[src/rtl/bffa_pkg.sv]
package bffa_pkg;

  typedef struct packed {
    logic        operation;
    logic [20:0] byte_size;
    logic [7:0]  start_index;
  } req_t;

  typedef struct packed {
    logic       granted;
    logic [7:0] block_index;
  } rsp_t;

  typedef struct packed {
    logic [3:0] block_size_log2;
    logic [8:0] active_blocks;
  } cfg_t;

  typedef enum logic [0:0] {
    REG_BLOCK_SIZE_LOG2 = 1'b0,
    REG_ACTIVE_BLOCKS   = 1'b1
  } reg_e;

  localparam logic       OP_ALLOCATE  = 1'b0;
  localparam logic       OP_FREE      = 1'b1;
  localparam logic [3:0] LOG2_MAX     = 4'd12;
  localparam logic [3:0] LOG2_RESET   = 4'd6;
  localparam logic [8:0] ACTIVE_RESET = 9'd256;
  localparam int         WORD_BITS    = 8;
  localparam int         WORD_SHIFT   = 3;

endpackage

[src/rtl/bffa_regs.sv]
module bffa_regs import bffa_pkg::*; (
  input  logic        clk_i,
  input  logic        rst_ni,
  input  logic        psel,
  input  logic        penable,
  input  logic        pwrite,
  input  logic [2:0]  paddr,
  input  logic [31:0] pwdata,
  output logic [31:0] prdata,
  output logic        pready,
  output cfg_t        cfg_o
);

  cfg_t cfg_q, cfg_d;
  reg_e sel;

  assign sel    = reg_e'(paddr[2]);
  assign pready = 1'b1;
  assign cfg_o  = cfg_q;

  always_comb begin
    cfg_d = cfg_q;
    if (psel && penable && pwrite) begin
      case (sel)
        REG_BLOCK_SIZE_LOG2: cfg_d.block_size_log2 = pwdata[3:0];
        REG_ACTIVE_BLOCKS:   cfg_d.active_blocks   = pwdata[8:0];
        default:             cfg_d = cfg_q;
      endcase
    end
  end

  always_comb begin
    case (sel)
      REG_BLOCK_SIZE_LOG2: prdata = {28'd0, cfg_q.block_size_log2};
      REG_ACTIVE_BLOCKS:   prdata = {23'd0, cfg_q.active_blocks};
      default:             prdata = 32'd0;
    endcase
  end

  always_ff @(posedge clk_i or negedge rst_ni) begin
    if (!rst_ni) begin
      cfg_q.block_size_log2 <= LOG2_RESET;
      cfg_q.active_blocks   <= ACTIVE_RESET;
    end else begin
      cfg_q <= cfg_d;
    end
  end

endmodule

[src/rtl/bitmap_first_fit_allocator.sv]
// First-fit block allocator over a used-bit map held in a memory of 8-bit words. It takes
// one request word at a time and returns exactly one response word. The map lives in a
// single memory with one read and one write port, and that memory sets the pace: an allocate
// scans map words one by one (at most ceil(active_blocks/8) of them) until a fitting run is
// found, then marks the words the run covers by read-modify-write; a free clears the words
// of its run by read-modify-write, and a zero-size request needs no map access. After reset
// a clearing pass writes every map word, and no request is taken until it ends; register
// writes are taken throughout. Register writes are allowed only while the allocator is idle.
module bitmap_first_fit_allocator import bffa_pkg::*; #(
  parameter int MAP_BLOCKS = 256
) (
  input  logic        clk_i,
  input  logic        rst_ni,
  input  logic        in_valid_i,
  output logic        in_ready_o,
  input  req_t        in_word_i,
  output logic        out_valid_o,
  input  logic        out_ready_i,
  output rsp_t        out_word_o,
  input  logic        psel,
  input  logic        penable,
  input  logic        pwrite,
  input  logic [2:0]  paddr,
  input  logic [31:0] pwdata,
  output logic [31:0] prdata,
  output logic        pready
);

  localparam int NW  = (MAP_BLOCKS + WORD_BITS - 1) / WORD_BITS;
  localparam int AW  = (NW > 1) ? $clog2(NW) : 1;
  localparam int GW  = AW + WORD_SHIFT;
  localparam int CW  = $clog2(MAP_BLOCKS + 2);
  localparam int XW0 = (CW > GW) ? CW : GW;
  localparam int XW  = ((XW0 > 8) ? XW0 : 8) + 1;

  localparam logic [XW-1:0] MAP_X     = XW'(MAP_BLOCKS);
  localparam logic [XW-1:0] NEED_OVER = XW'(MAP_BLOCKS + 1);
  localparam logic [AW-1:0] LAST_WORD = AW'(NW - 1);

  typedef enum logic [7:0] {
    ST_CLEAR  = 8'b0000_0001,
    ST_IDLE   = 8'b0000_0010,
    ST_CALC   = 8'b0000_0100,
    ST_DECIDE = 8'b0000_1000,
    ST_SCAN   = 8'b0001_0000,
    ST_READ   = 8'b0010_0000,
    ST_WRITE  = 8'b0100_0000,
    ST_FINISH = 8'b1000_0000
  } state_e;

  cfg_t cfg;

  bffa_regs u_regs (
    .clk_i   (clk_i),
    .rst_ni  (rst_ni),
    .psel    (psel),
    .penable (penable),
    .pwrite  (pwrite),
    .paddr   (paddr),
    .pwdata  (pwdata),
    .prdata  (prdata),
    .pready  (pready),
    .cfg_o   (cfg)
  );

  state_e state_q, state_d;
  logic [AW-1:0] wptr_q, wptr_d;
  logic [AW-1:0] ip_q, ip_d;
  logic [AW-1:0] ep_q, ep_d;
  logic          iss_done_q, iss_done_d;
  logic          rvld_q, rvld_d;
  logic          out_valid_q, out_valid_d;

  req_t          req_q, req_d;
  logic [XW-1:0] need_q, need_d;
  logic [XW-1:0] lo_q, lo_d;
  logic [XW-1:0] hi_q, hi_d;
  logic [XW-1:0] run_len_q, run_len_d;
  logic [XW-1:0] run_start_q, run_start_d;
  rsp_t          res_q, res_d;
  rsp_t          out_word_q, out_word_d;

  logic [WORD_BITS-1:0] map_mem [NW];
  logic [WORD_BITS-1:0] rdata_q;
  logic [WORD_BITS-1:0] wdata;
  logic [WORD_BITS-1:0] wmask;
  logic [AW-1:0]        raddr;
  logic                 mem_we;

  logic [XW-1:0] act_x;
  logic [3:0]    shamt;
  logic [21:0]   rounded;
  logic [XW-1:0] need_x;
  logic [XW-1:0] free_sum;
  logic [XW-1:0] free_hi;
  logic [XW-1:0] start_x;
  logic          ip_last;
  logic          ep_last;
  logic          wr_last;
  logic [XW-1:0] scan_len;
  logic [XW-1:0] scan_start;
  logic          scan_found;
  logic [XW-1:0] g;
  logic [XW-1:0] gm;

  assign in_ready_o  = (state_q == ST_IDLE);
  assign out_valid_o = out_valid_q;
  assign out_word_o  = out_word_q;

  assign act_x   = (XW'(cfg.active_blocks) > MAP_X) ? MAP_X : XW'(cfg.active_blocks);
  assign shamt   = (cfg.block_size_log2 > LOG2_MAX) ? LOG2_MAX : cfg.block_size_log2;
  assign rounded = (22'(req_q.byte_size) + ((22'd1 << shamt) - 22'd1)) >> shamt;
  assign need_x  = (rounded > 22'(MAP_BLOCKS)) ? NEED_OVER : XW'(rounded);

  assign start_x  = XW'(req_q.start_index);
  assign free_sum = start_x + need_q;
  assign free_hi  = (free_sum > act_x) ? act_x : free_sum;

  assign ip_last = ((XW'(ip_q) + XW'(1)) << WORD_SHIFT) >= act_x;
  assign ep_last = ((XW'(ep_q) + XW'(1)) << WORD_SHIFT) >= act_x;
  assign wr_last = ((XW'(wptr_q) + XW'(1)) << WORD_SHIFT) >= hi_q;

  assign raddr = (state_q == ST_SCAN) ? ip_q : wptr_q;

  // Walk the eight bits of the fetched word, carrying the free run across words.
  always_comb begin
    scan_len   = run_len_q;
    scan_start = run_start_q;
    scan_found = 1'b0;
    g          = '0;
    for (int b = 0; b < WORD_BITS; b++) begin
      g = XW'({ep_q, WORD_SHIFT'(b)});
      if (!scan_found) begin
        if (!rdata_q[b] && (g < act_x)) begin
          if (scan_len == '0) begin
            scan_start = g;
          end
          scan_len = scan_len + XW'(1);
          if (scan_len == need_q) begin
            scan_found = 1'b1;
          end
        end else begin
          scan_len = '0;
        end
      end
    end
  end

  always_comb begin
    wmask = '0;
    gm    = '0;
    for (int b = 0; b < WORD_BITS; b++) begin
      gm       = XW'({wptr_q, WORD_SHIFT'(b)});
      wmask[b] = (gm >= lo_q) && (gm < hi_q);
    end
  end

  always_comb begin
    state_d     = state_q;
    wptr_d      = wptr_q;
    ip_d        = ip_q;
    ep_d        = ep_q;
    iss_done_d  = iss_done_q;
    rvld_d      = 1'b0;
    req_d       = req_q;
    need_d      = need_q;
    lo_d        = lo_q;
    hi_d        = hi_q;
    run_len_d   = run_len_q;
    run_start_d = run_start_q;
    res_d       = res_q;
    mem_we      = 1'b0;
    wdata       = '0;
    out_valid_d = out_valid_q && !out_ready_i;
    out_word_d  = out_word_q;

    case (state_q)
      ST_CLEAR: begin
        mem_we = 1'b1;
        if (wptr_q == LAST_WORD) begin
          wptr_d  = '0;
          state_d = ST_IDLE;
        end else begin
          wptr_d = wptr_q + AW'(1);
        end
      end
      ST_IDLE: begin
        if (in_valid_i) begin
          req_d   = in_word_i;
          state_d = ST_CALC;
        end
      end
      ST_CALC: begin
        need_d  = need_x;
        state_d = ST_DECIDE;
      end
      ST_DECIDE: begin
        if (req_q.operation == OP_ALLOCATE) begin
          if (need_q == '0) begin
            res_d   = '{granted: 1'b1, block_index: 8'd0};
            state_d = ST_FINISH;
          end else if (need_q > act_x) begin
            res_d   = '{granted: 1'b0, block_index: 8'd0};
            state_d = ST_FINISH;
          end else begin
            ip_d        = '0;
            ep_d        = '0;
            iss_done_d  = 1'b0;
            run_len_d   = '0;
            run_start_d = '0;
            state_d     = ST_SCAN;
          end
        end else begin
          res_d = '{granted: 1'b1, block_index: req_q.start_index};
          if (start_x >= free_hi) begin
            state_d = ST_FINISH;
          end else begin
            lo_d    = start_x;
            hi_d    = free_hi;
            wptr_d  = start_x[GW-1:WORD_SHIFT];
            state_d = ST_READ;
          end
        end
      end
      ST_SCAN: begin
        if (!iss_done_q) begin
          rvld_d = 1'b1;
          if (ip_last) begin
            iss_done_d = 1'b1;
          end else begin
            ip_d = ip_q + AW'(1);
          end
        end
        if (rvld_q) begin
          run_len_d   = scan_len;
          run_start_d = scan_start;
          ep_d        = ep_q + AW'(1);
          if (scan_found) begin
            lo_d    = scan_start;
            hi_d    = scan_start + need_q;
            wptr_d  = scan_start[GW-1:WORD_SHIFT];
            res_d   = '{granted: 1'b1, block_index: scan_start[7:0]};
            rvld_d  = 1'b0;
            state_d = ST_READ;
          end else if (ep_last) begin
            res_d   = '{granted: 1'b0, block_index: 8'd0};
            rvld_d  = 1'b0;
            state_d = ST_FINISH;
          end
        end
      end
      ST_READ: begin
        state_d = ST_WRITE;
      end
      ST_WRITE: begin
        mem_we = 1'b1;
        wdata  = (req_q.operation == OP_FREE) ? (rdata_q & ~wmask) : (rdata_q | wmask);
        if (wr_last) begin
          state_d = ST_FINISH;
        end else begin
          wptr_d  = wptr_q + AW'(1);
          state_d = ST_READ;
        end
      end
      ST_FINISH: begin
        if (!out_valid_q || out_ready_i) begin
          out_valid_d = 1'b1;
          out_word_d  = res_q;
          state_d     = ST_IDLE;
        end
      end
      default: begin
        state_d = ST_IDLE;
      end
    endcase
  end

  always_ff @(posedge clk_i) begin
    if (mem_we) begin
      map_mem[wptr_q] <= wdata;
    end
    rdata_q <= map_mem[raddr];
  end

  always_ff @(posedge clk_i or negedge rst_ni) begin
    if (!rst_ni) begin
      state_q     <= ST_CLEAR;
      wptr_q      <= '0;
      ip_q        <= '0;
      ep_q        <= '0;
      iss_done_q  <= 1'b0;
      rvld_q      <= 1'b0;
      out_valid_q <= 1'b0;
    end else begin
      state_q     <= state_d;
      wptr_q      <= wptr_d;
      ip_q        <= ip_d;
      ep_q        <= ep_d;
      iss_done_q  <= iss_done_d;
      rvld_q      <= rvld_d;
      out_valid_q <= out_valid_d;
    end
  end

  always_ff @(posedge clk_i) begin
    req_q       <= req_d;
    need_q      <= need_d;
    lo_q        <= lo_d;
    hi_q        <= hi_d;
    run_len_q   <= run_len_d;
    run_start_q <= run_start_d;
    res_q       <= res_d;
    out_word_q  <= out_word_d;
  end

`ifndef SYNTHESIS
  a_busy_after_accept: assert property (@(posedge clk_i) disable iff (!rst_ni)
    (in_valid_i && in_ready_o) |=> !in_ready_o)
    else $error("allocator took a second word while busy");

  a_run_in_range: assert property (@(posedge clk_i) disable iff (!rst_ni)
    (state_q == ST_READ) |-> ((lo_q < hi_q) && (hi_q <= act_x)))
    else $error("run to update lies outside the active blocks");

  a_write_addr: assert property (@(posedge clk_i) disable iff (!rst_ni)
    mem_we |-> (wptr_q <= LAST_WORD))
    else $error("map write beyond the last word");

  a_fail_index: assert property (@(posedge clk_i) disable iff (!rst_ni)
    (out_valid_o && !out_word_o.granted) |-> (out_word_o.block_index == 8'd0))
    else $error("failed allocation reports a nonzero index");
`endif

endmodule

[config.mk]
export PLATFORM = sky130hd
export DESIGN_NAME = bitmap_first_fit_allocator
export DESIGN_NICKNAME = d
export VERILOG_FILES = /design/src/rtl/bffa_pkg.sv /design/src/rtl/bffa_regs.sv /design/src/rtl/bitmap_first_fit_allocator.sv
export SDC_FILE = /design/constraint.sdc
export NUM_CORES = 1
export LEC_CHECK = 0
export BUFFER_PORTS_ARGS = -buffer_cell sky130_fd_sc_hd__buf_2
export CORE_UTILIZATION = 55
export DETAILED_ROUTE_END_ITERATION = 8
export PLACE_DENSITY = 0.8
export SYNTH_ARGS = -nofsm -noshare
export SYNTH_HDL_FRONTEND = slang
export SYNTH_SLANG_ARGS = --single-unit
[constraint.sdc]
create_clock -name clk_i -period 15.5 [get_ports clk_i]
set_clock_uncertainty 0.1 [all_clocks]
set_input_delay 0.775 -clock clk_i [delete_from_list [all_inputs] [get_ports clk_i]]
set_output_delay 0.775 -clock clk_i [all_outputs]
set_load 0.05 [all_outputs]
==> run_results.csv, run 1 <==
group,metric,value,unit
final_layout,layout.nets,3026,
logic_synthesis,synth-simple-area-share,17.5,%
final_layout,n_antenna_cell,0,
logic_synthesis,synth_top_area_cell,"edfxtp_1",
floorplanning,die_x,229,um
placement,globalplace.congestion,1.02,
placement,port_buffers,66,
worst_setup_path,crit_buf_inv,6,
grt,met2_usage,48.8,%
logic_synthesis,ys_top_cells_by_area,"edfxtp_1 37%, ha_1 6.1%, mux4_2 5.2%",
run_status,status,"complete, no violations",
worst_setup_path,crit_start,"u_regs.cfg_o[8]",
grt,grt_max_degree,65,
drt,via_per_inst,6.75,
final_layout,area_growth,8.02,%
floorplanning,rows,82,
floorplanning,die_y,229,um
sta,finalSetupViolations,0,
worst_setup_path,critPathTopFamily,"compound AO/OA/AOI/OAI gates",
floorplanning,io_pins,116,
drt,drc_errors,0,
logic_synthesis,synth_edf_count,354,
clocking,cts.root.buffer_cell,"clkbuf_16",
clocking,cts-buffers-inserted,38,
floorplanning,die_area,52700,um2
pwr,p_per_area,180,nW/um2
worst_setup_path,critPathMostFrequentCell,"ha_1",
drt,routed_wirelength,82800,um
grt,gr-usage-met1,42.3,%
floorplanning,core,50600,um2
placement,postPlaceCellArea,29500,um2
floorplanning,initial_core_util,56.3,%
clocking,post_cts_buffers,0,
drt,ant_nets,0,
clocking,clkTransAtPathRegs,0.06,ns
sta,slew_violations,0,
logic_synthesis,ys_seq_area_share,41.4,%
worst_setup_path,required,15.68,ns
logic_synthesis,synthAdderAreaFrac,6.28,%
logic_synthesis,synth.distinct_cells,124,
worst_setup_path,slowest_delay,0.67,ns
worst_setup_path,cp.arrival,14.78,ns
sta,finalCriticalPeriod,14.61,ns
grt,grt_pass1_vias,22900,
drt,vias,23700,
clocking,hold_buffers,0,
worst_setup_path,crit_type,"flip-flop to flip-flop",
grt,grt_use_total,30.9,%
grt,grt.overflow.total,0,
clocking,cts_buffer_depth,3,
logic_synthesis,syn_area_per_cell,10.2,um2
logic_synthesis,synth_compound_area_share,16.6,%
placement,dp_hpwl,58500,um
logic_synthesis,ys_ff_latch,401,
pwr,leakage,11.0,nW
sta,rsz0062_at_grt,"no",
sta,post-route-period-util,94.2,%
logic_synthesis,syn_area,28500,um2
final_layout,fillCellCount,4019,
logic_synthesis,synth_top_family_by_area,"simple AND/OR/NAND/NOR gates",
run,max-cap-violations,0,
hold_path,hp-class,"primary input to async pin",
final_layout,finalNonFillerCells,3515,
worst_setup_path,worstPathMaxFanout,19,
drt,drt_first_pass_iters,7,
clocking,cts_tree,"done",
sta,hold_violations,0,
logic_synthesis,synth.most_common_cell,"edfxtp_1",
logic_synthesis,synthMuxAreaShare,8.98,%
placement,dp.cells,3445,
clocking,clock_sinks,401,
worst_setup_path,start_kind,"flip-flop",
worst_setup_path,cp-end-kind,"flip-flop",
worst_setup_path,cp_slowest_cell,"dfstp_2",
final_layout,drive_above_1_share,13.9,%
sta,clock.fmax,68.5,MHz
grt,antenna_found_initial,0,
logic_synthesis,ys.flop_type,"edfxtp_1",
sta,relSlewSlack,15.7,%
logic_synthesis,synth-xor-area-share,4.51,%
worst_setup_path,reg2reg_from,"u_regs.cfg_o[8]",
sta,fin_tns_setup,0,ns
logic_synthesis,postSynth.asyncResetShare,9.73,%
logic_synthesis,ys_warn_count,0,
drt,initialDrtViolationCount,3146,
clocking,insertion_delay,0.56,ns
pwr,irDropWorstVdd,121,uV
logic_synthesis,syn_inst,2789,
final_layout,final_area,30700,um2
logic_synthesis,synth_top_area_share,37.4,%
grt,grt_pass1_wl,128000,um
sta,tightest_slew,1.26,ns
clocking,cts_max_level,2,
logic_synthesis,synth_common_cells,"354 x edfxtp_1, 263 x nand2_1, 201 x nor2_1",
grt,busiest_layer,"met2",
drt,wl_per_cell,23.6,um
grt,use_met3,4.58,%
-- flip-flops by register name, summed over array words and instances, names as in the netlist --
name          count
run_len_q        10
hi_q             10
u_regs.cfg_o     13
wptr_q            5
res_q             9
run_start_q      10
out_word_o        9
rdata_q           8
ip_q              5
rvld_q            1
req_q            30
map_mem         256
ep_q              5
state_q           8
out_valid_o       1
lo_q             10
need_q           10
iss_done_q        1
-- worst paths after layout --
kind	end	slack, ns	cells past startpoint
min	state_q[6]	0.28	1
max	hi_q[9]	0.89	54
min in group clk_i	req_q[10]	0.29	1
max in group asynchronous	wptr_q[0]	14.41	1
max reg2reg	hi_q[9]	0.89	54
min reg2reg	out_word_o[2]	0.32	0
-- metal layers --
layer / routed length [um] / up-vias / share of wire, %
met3: 7930 / 283 / 9.6
met5: 0 / - / 0
met1: 33100 / 11500 / 40
met4: 3890 / 0 / 4.7
li1: - / 10600 / -
met2: 37900 / 1397 / 46
-- area by class of cell --
type                            count  area (um2)  area share, %
Multi-Input combinational cell   2103       15600           50.9
Sequential cell                   401       11800           38.3
Clock buffer                       51        1040           3.38
Tap cell                          672         841           2.74
Timing Repair Buffer              115         698           2.27
Inverter                          154         578           1.88
Clock inverter                     19         164          0.533
-- placed cells by master, fill, tap and decap left out, types with 28 or more instances in the layout --
cell type / count
a21o_1: 34
a21oi_1: 130
and2_1: 54
buf_2: 66
buf_4: 49
clkbuf_16: 38
conb_1: 28
dfrtp_1: 35
edfxtp_1: 354
ha_1: 138
inv_1: 150
mux2_2: 32
mux2i_1: 55
mux4_2: 66
nand2_1: 263
nand2b_1: 28
nand3_1: 96
nand4_1: 40
nor2_1: 200
nor3_1: 83
nor4_1: 42
o21ai_0: 121
xnor2_1: 109
-- metrics by stage --
step | util, % | power (mW) | hold WS [ns] | setup slack, ns
6_report | 60.8 | 5.53 | 0.276 | 0.895
3_5_place_dp | 58.3 | 4.52 | 0.305 | 0.968
5_1_grt | 60.8 | 5.86 | 0.285 | 0.0273
4_1_cts | 60.7 | 5.44 | 0.287 | 0.887
2_1_floorplan | - | 3.77 | 0.300 | 2.14
3_3_place_gp | 58.3 | 4.46 | 0.306 | 1.25
-- power breakdown --
group / total [mW] / switching [mW] / internal (mW)
Clock: 0.906 / 0.409 / 0.497
Combinational: 3.32 / 2.08 / 1.24
Sequential: 1.30 / 0.0733 / 1.23
-- repair_timing --
action	in CTS	in global routing
gates resized for setup	0	5
setup endpoints to repair	0	32
hold endpoints to repair	0	0
-- cells by family after synthesis --
kind of cell               Yosys count
and+or+nand+nor                    977
AOI/OAI and AO/OA                  655
DFF                                401
buffers and inverters              311
muxes                              165
adders and majority gates          141
xor gates and xnor gates           137
other                                2
Power figures use the tool's default switching activity.
==> run 2: changes to the inputs <==
==> constraint.sdc (replaced) <==
create_clock -name clk_i -period 16.5 [get_ports clk_i]
set_clock_uncertainty 0.1 [all_clocks]
set_input_delay 0.825 -clock clk_i [delete_from_list [all_inputs] [get_ports clk_i]]
set_output_delay 0.825 -clock clk_i [all_outputs]
set_load 0.05 [all_outputs]
==> run 2 against run 1 <==
Combinational power fell by 6.3%. Fmax down 5.4%. Count of clock-buffer cells in the layout fell by 1.
==> run_results.csv, run 2 (synthesis gave the netlist of run 1 again) <==
group,metric,value,unit
sta,hold_violations,0,
floorplanning,io_pins,116,
worst_setup_path,slowest_delay,0.67,ns
placement,dp_hpwl,58800,um
final_layout,drive_above_1_share,14.2,%
floorplanning,die_area,52700,um2
worst_setup_path,required,16.70,ns
sta,finalCriticalPeriod,15.43,ns
sta,fin_tns_setup,0,ns
sta,finalSetupViolations,0,
pwr,leakage,11.0,nW
final_layout,regMostFlops,"map_mem",
clocking,clock_sinks,401,
final_layout,regArea,11800,um2
worst_setup_path,cp_slowest_cell,"dfstp_2",
clocking,cts_tree,"done",
drt,wl_per_cell,23.8,um
clocking,cts_buffer_depth,3,
drt,ant_nets,0,
worst_setup_path,reg2reg_depth,56,
clocking,clkTransAtPathRegs,0.06,ns
sta,clock.fmax,64.8,MHz
clocking,cts_resized,0,
clocking,hold_buffers,0,
final_layout,largest_reg_flops,256,
floorplanning,core,50600,um2
worst_setup_path,worstPathMaxFanout,13,
grt,grt.overflow.total,0,
clocking,cts_max_level,2,
drt,vias,23700,
final_layout,layout.nets,3027,
clocking,cts.root.buffer_cell,"clkbuf_16",
final_layout,final_common_cell,"edfxtp_1",
hold_path,hp-class,"primary input to async pin",
worst_setup_path,r2r-end,"hi_q[9]",
drt,routed_wirelength,83900,um
worst_setup_path,cp-end-kind,"flip-flop",
final_layout,n_antenna_cell,0,
final_layout,multi_input_area,15600,um2
sta,slew_violations,0,
sta,rsz0062_at_grt,"no",
final_layout,area_growth,8.60,%
floorplanning,initial_core_util,56.3,%
sta,post-route-period-util,93.5,%
sta,tightest_slew,1.37,ns
worst_setup_path,cp.arrival,15.63,ns
drt,drt_first_pass_iters,9,
placement,globalplace.congestion,1.02,
clocking,cts-buffers-inserted,40,
final_layout,fillCellCount,3952,
sta,relSlewSlack,8.31,%
grt,antenna_found_initial,0,
run,max-cap-violations,0,
grt,grt_pass1_wl,129000,um
worst_setup_path,reg2reg_from,"u_regs.cfg_o[8]",
worst_setup_path,r2r_setup_slack,1.07,ns
placement,port_buffers,66,
worst_setup_path,crit_type,"flip-flop to flip-flop",
drt,via_per_inst,6.75,
run_status,status,"complete, no violations",
floorplanning,rows,82,
drt,drc_errors,0,
sta,hold_ws,0.305,ns
clocking,insertion_delay,0.57,ns
clocking,post_cts_buffers,0,
drt,initialDrtViolationCount,3061,
worst_setup_path,start_kind,"flip-flop",
pwr,irDropWorstVdd,119,uV
final_layout,final_cell_mix,"354 x edfxtp_1, 263 x nand2_1, 200 x nor2_1",
grt,grt_use_total,31.2,%
floorplanning,die_x,229,um
floorplanning,die_y,229,um
grt,grt_max_degree,65,
pwr,p_per_area,171,nW/um2
grt,grt_pass1_vias,22900,
## run 2: changes by cell type in the layout (fill, tap and decap cells not counted), moves of 2 or more
| cell | before | now |
|---|---|---|
| clkbuf_1 | 9 | 4 |
| clkbuf_16 | 38 | 42 |
| clkinv_1 | 8 | 5 |
| clkinvlp_4 | 1 | 4 |
| bufinv_16 | 1 | 3 |
| clkinv_16 | 0 | 2 |
| clkinv_4 | 1 | 3 |
| inv_16 | 2 | 0 |
## run 2: critical path, delay by kind of cell, from the launching register on
kind / cells / cell delay (ns)
buffers and inverters: 5 / 0.73
flip-flops: 1 / 0.67
multiplexers: 2 / 0.79
AO/OA/AOI/OAI: 23 / 6.24
adder cells (fa/ha/maj): 6 / 1.76
XOR/XNOR: 4 / 0.95
AND/OR/NAND/NOR: 16 / 3.87
## run 2: where the power goes
part | internal (mW) | switching, mW | total [mW] | leakage [nW]
registers | 1.15 | 0.0691 | 1.22 | 3.22
logic | 1.16 | 1.95 | 3.11 | 7.13
clock network | 0.540 | 0.412 | 0.952 | 0.673
## run 2: metal layers
layer | up-vias | GRT usage [%] | share of wire (%)
li1 | 10600 | - | -
met1 | 11400 | 42.5 | 40
met2 | 1469 | 50.1 | 46
met3 | 273 | 4.44 | 9.7
met4 | 0 | 12.9 | 4.2
met5 | - | 0 | 0
## run 2: worst max path at each step
| stage | cells past startpoint | to | startpoint |
|---|---|---|---|
| after floorplan | 63 | hi_q[9] | u_regs.cfg_o[8] |
| after global placement | 56 | hi_q[9] | u_regs.cfg_o[8] |
| after detailed placement | 55 | hi_q[9] | u_regs.cfg_o[8] |
| after CTS | 55 | hi_q[9] | u_regs.cfg_o[8] |
| after global routing | 56 | hi_q[9] | u_regs.cfg_o[8] |
| final | 56 | hi_q[9] | u_regs.cfg_o[8] |
## run 2: metrics by stage
step	utilization [%]	total power, mW	cell area [um2]	instances	setup slack, ns
after global routing	61.1	5.57	30900	3518	0.378
after global placement	58.3	4.18	29500	3444	2.04
final	61.1	5.28	30900	3518	1.07
after CTS	61.1	5.20	30900	3518	1.54
after floorplan	-	3.54	28600	2815	3.14
after detailed placement	58.3	4.24	29500	3444	1.78
## run 2: cell type report
class | instances | share of cell area (%)
Sequential cell | 401 | 38.1
Clock buffer | 50 | 3.63
Clock inverter | 24 | 0.899
Inverter | 154 | 1.87
Multi-Input combinational cell | 2103 | 50.6
Timing Repair Buffer | 114 | 2.23
Tap cell | 672 | 2.72
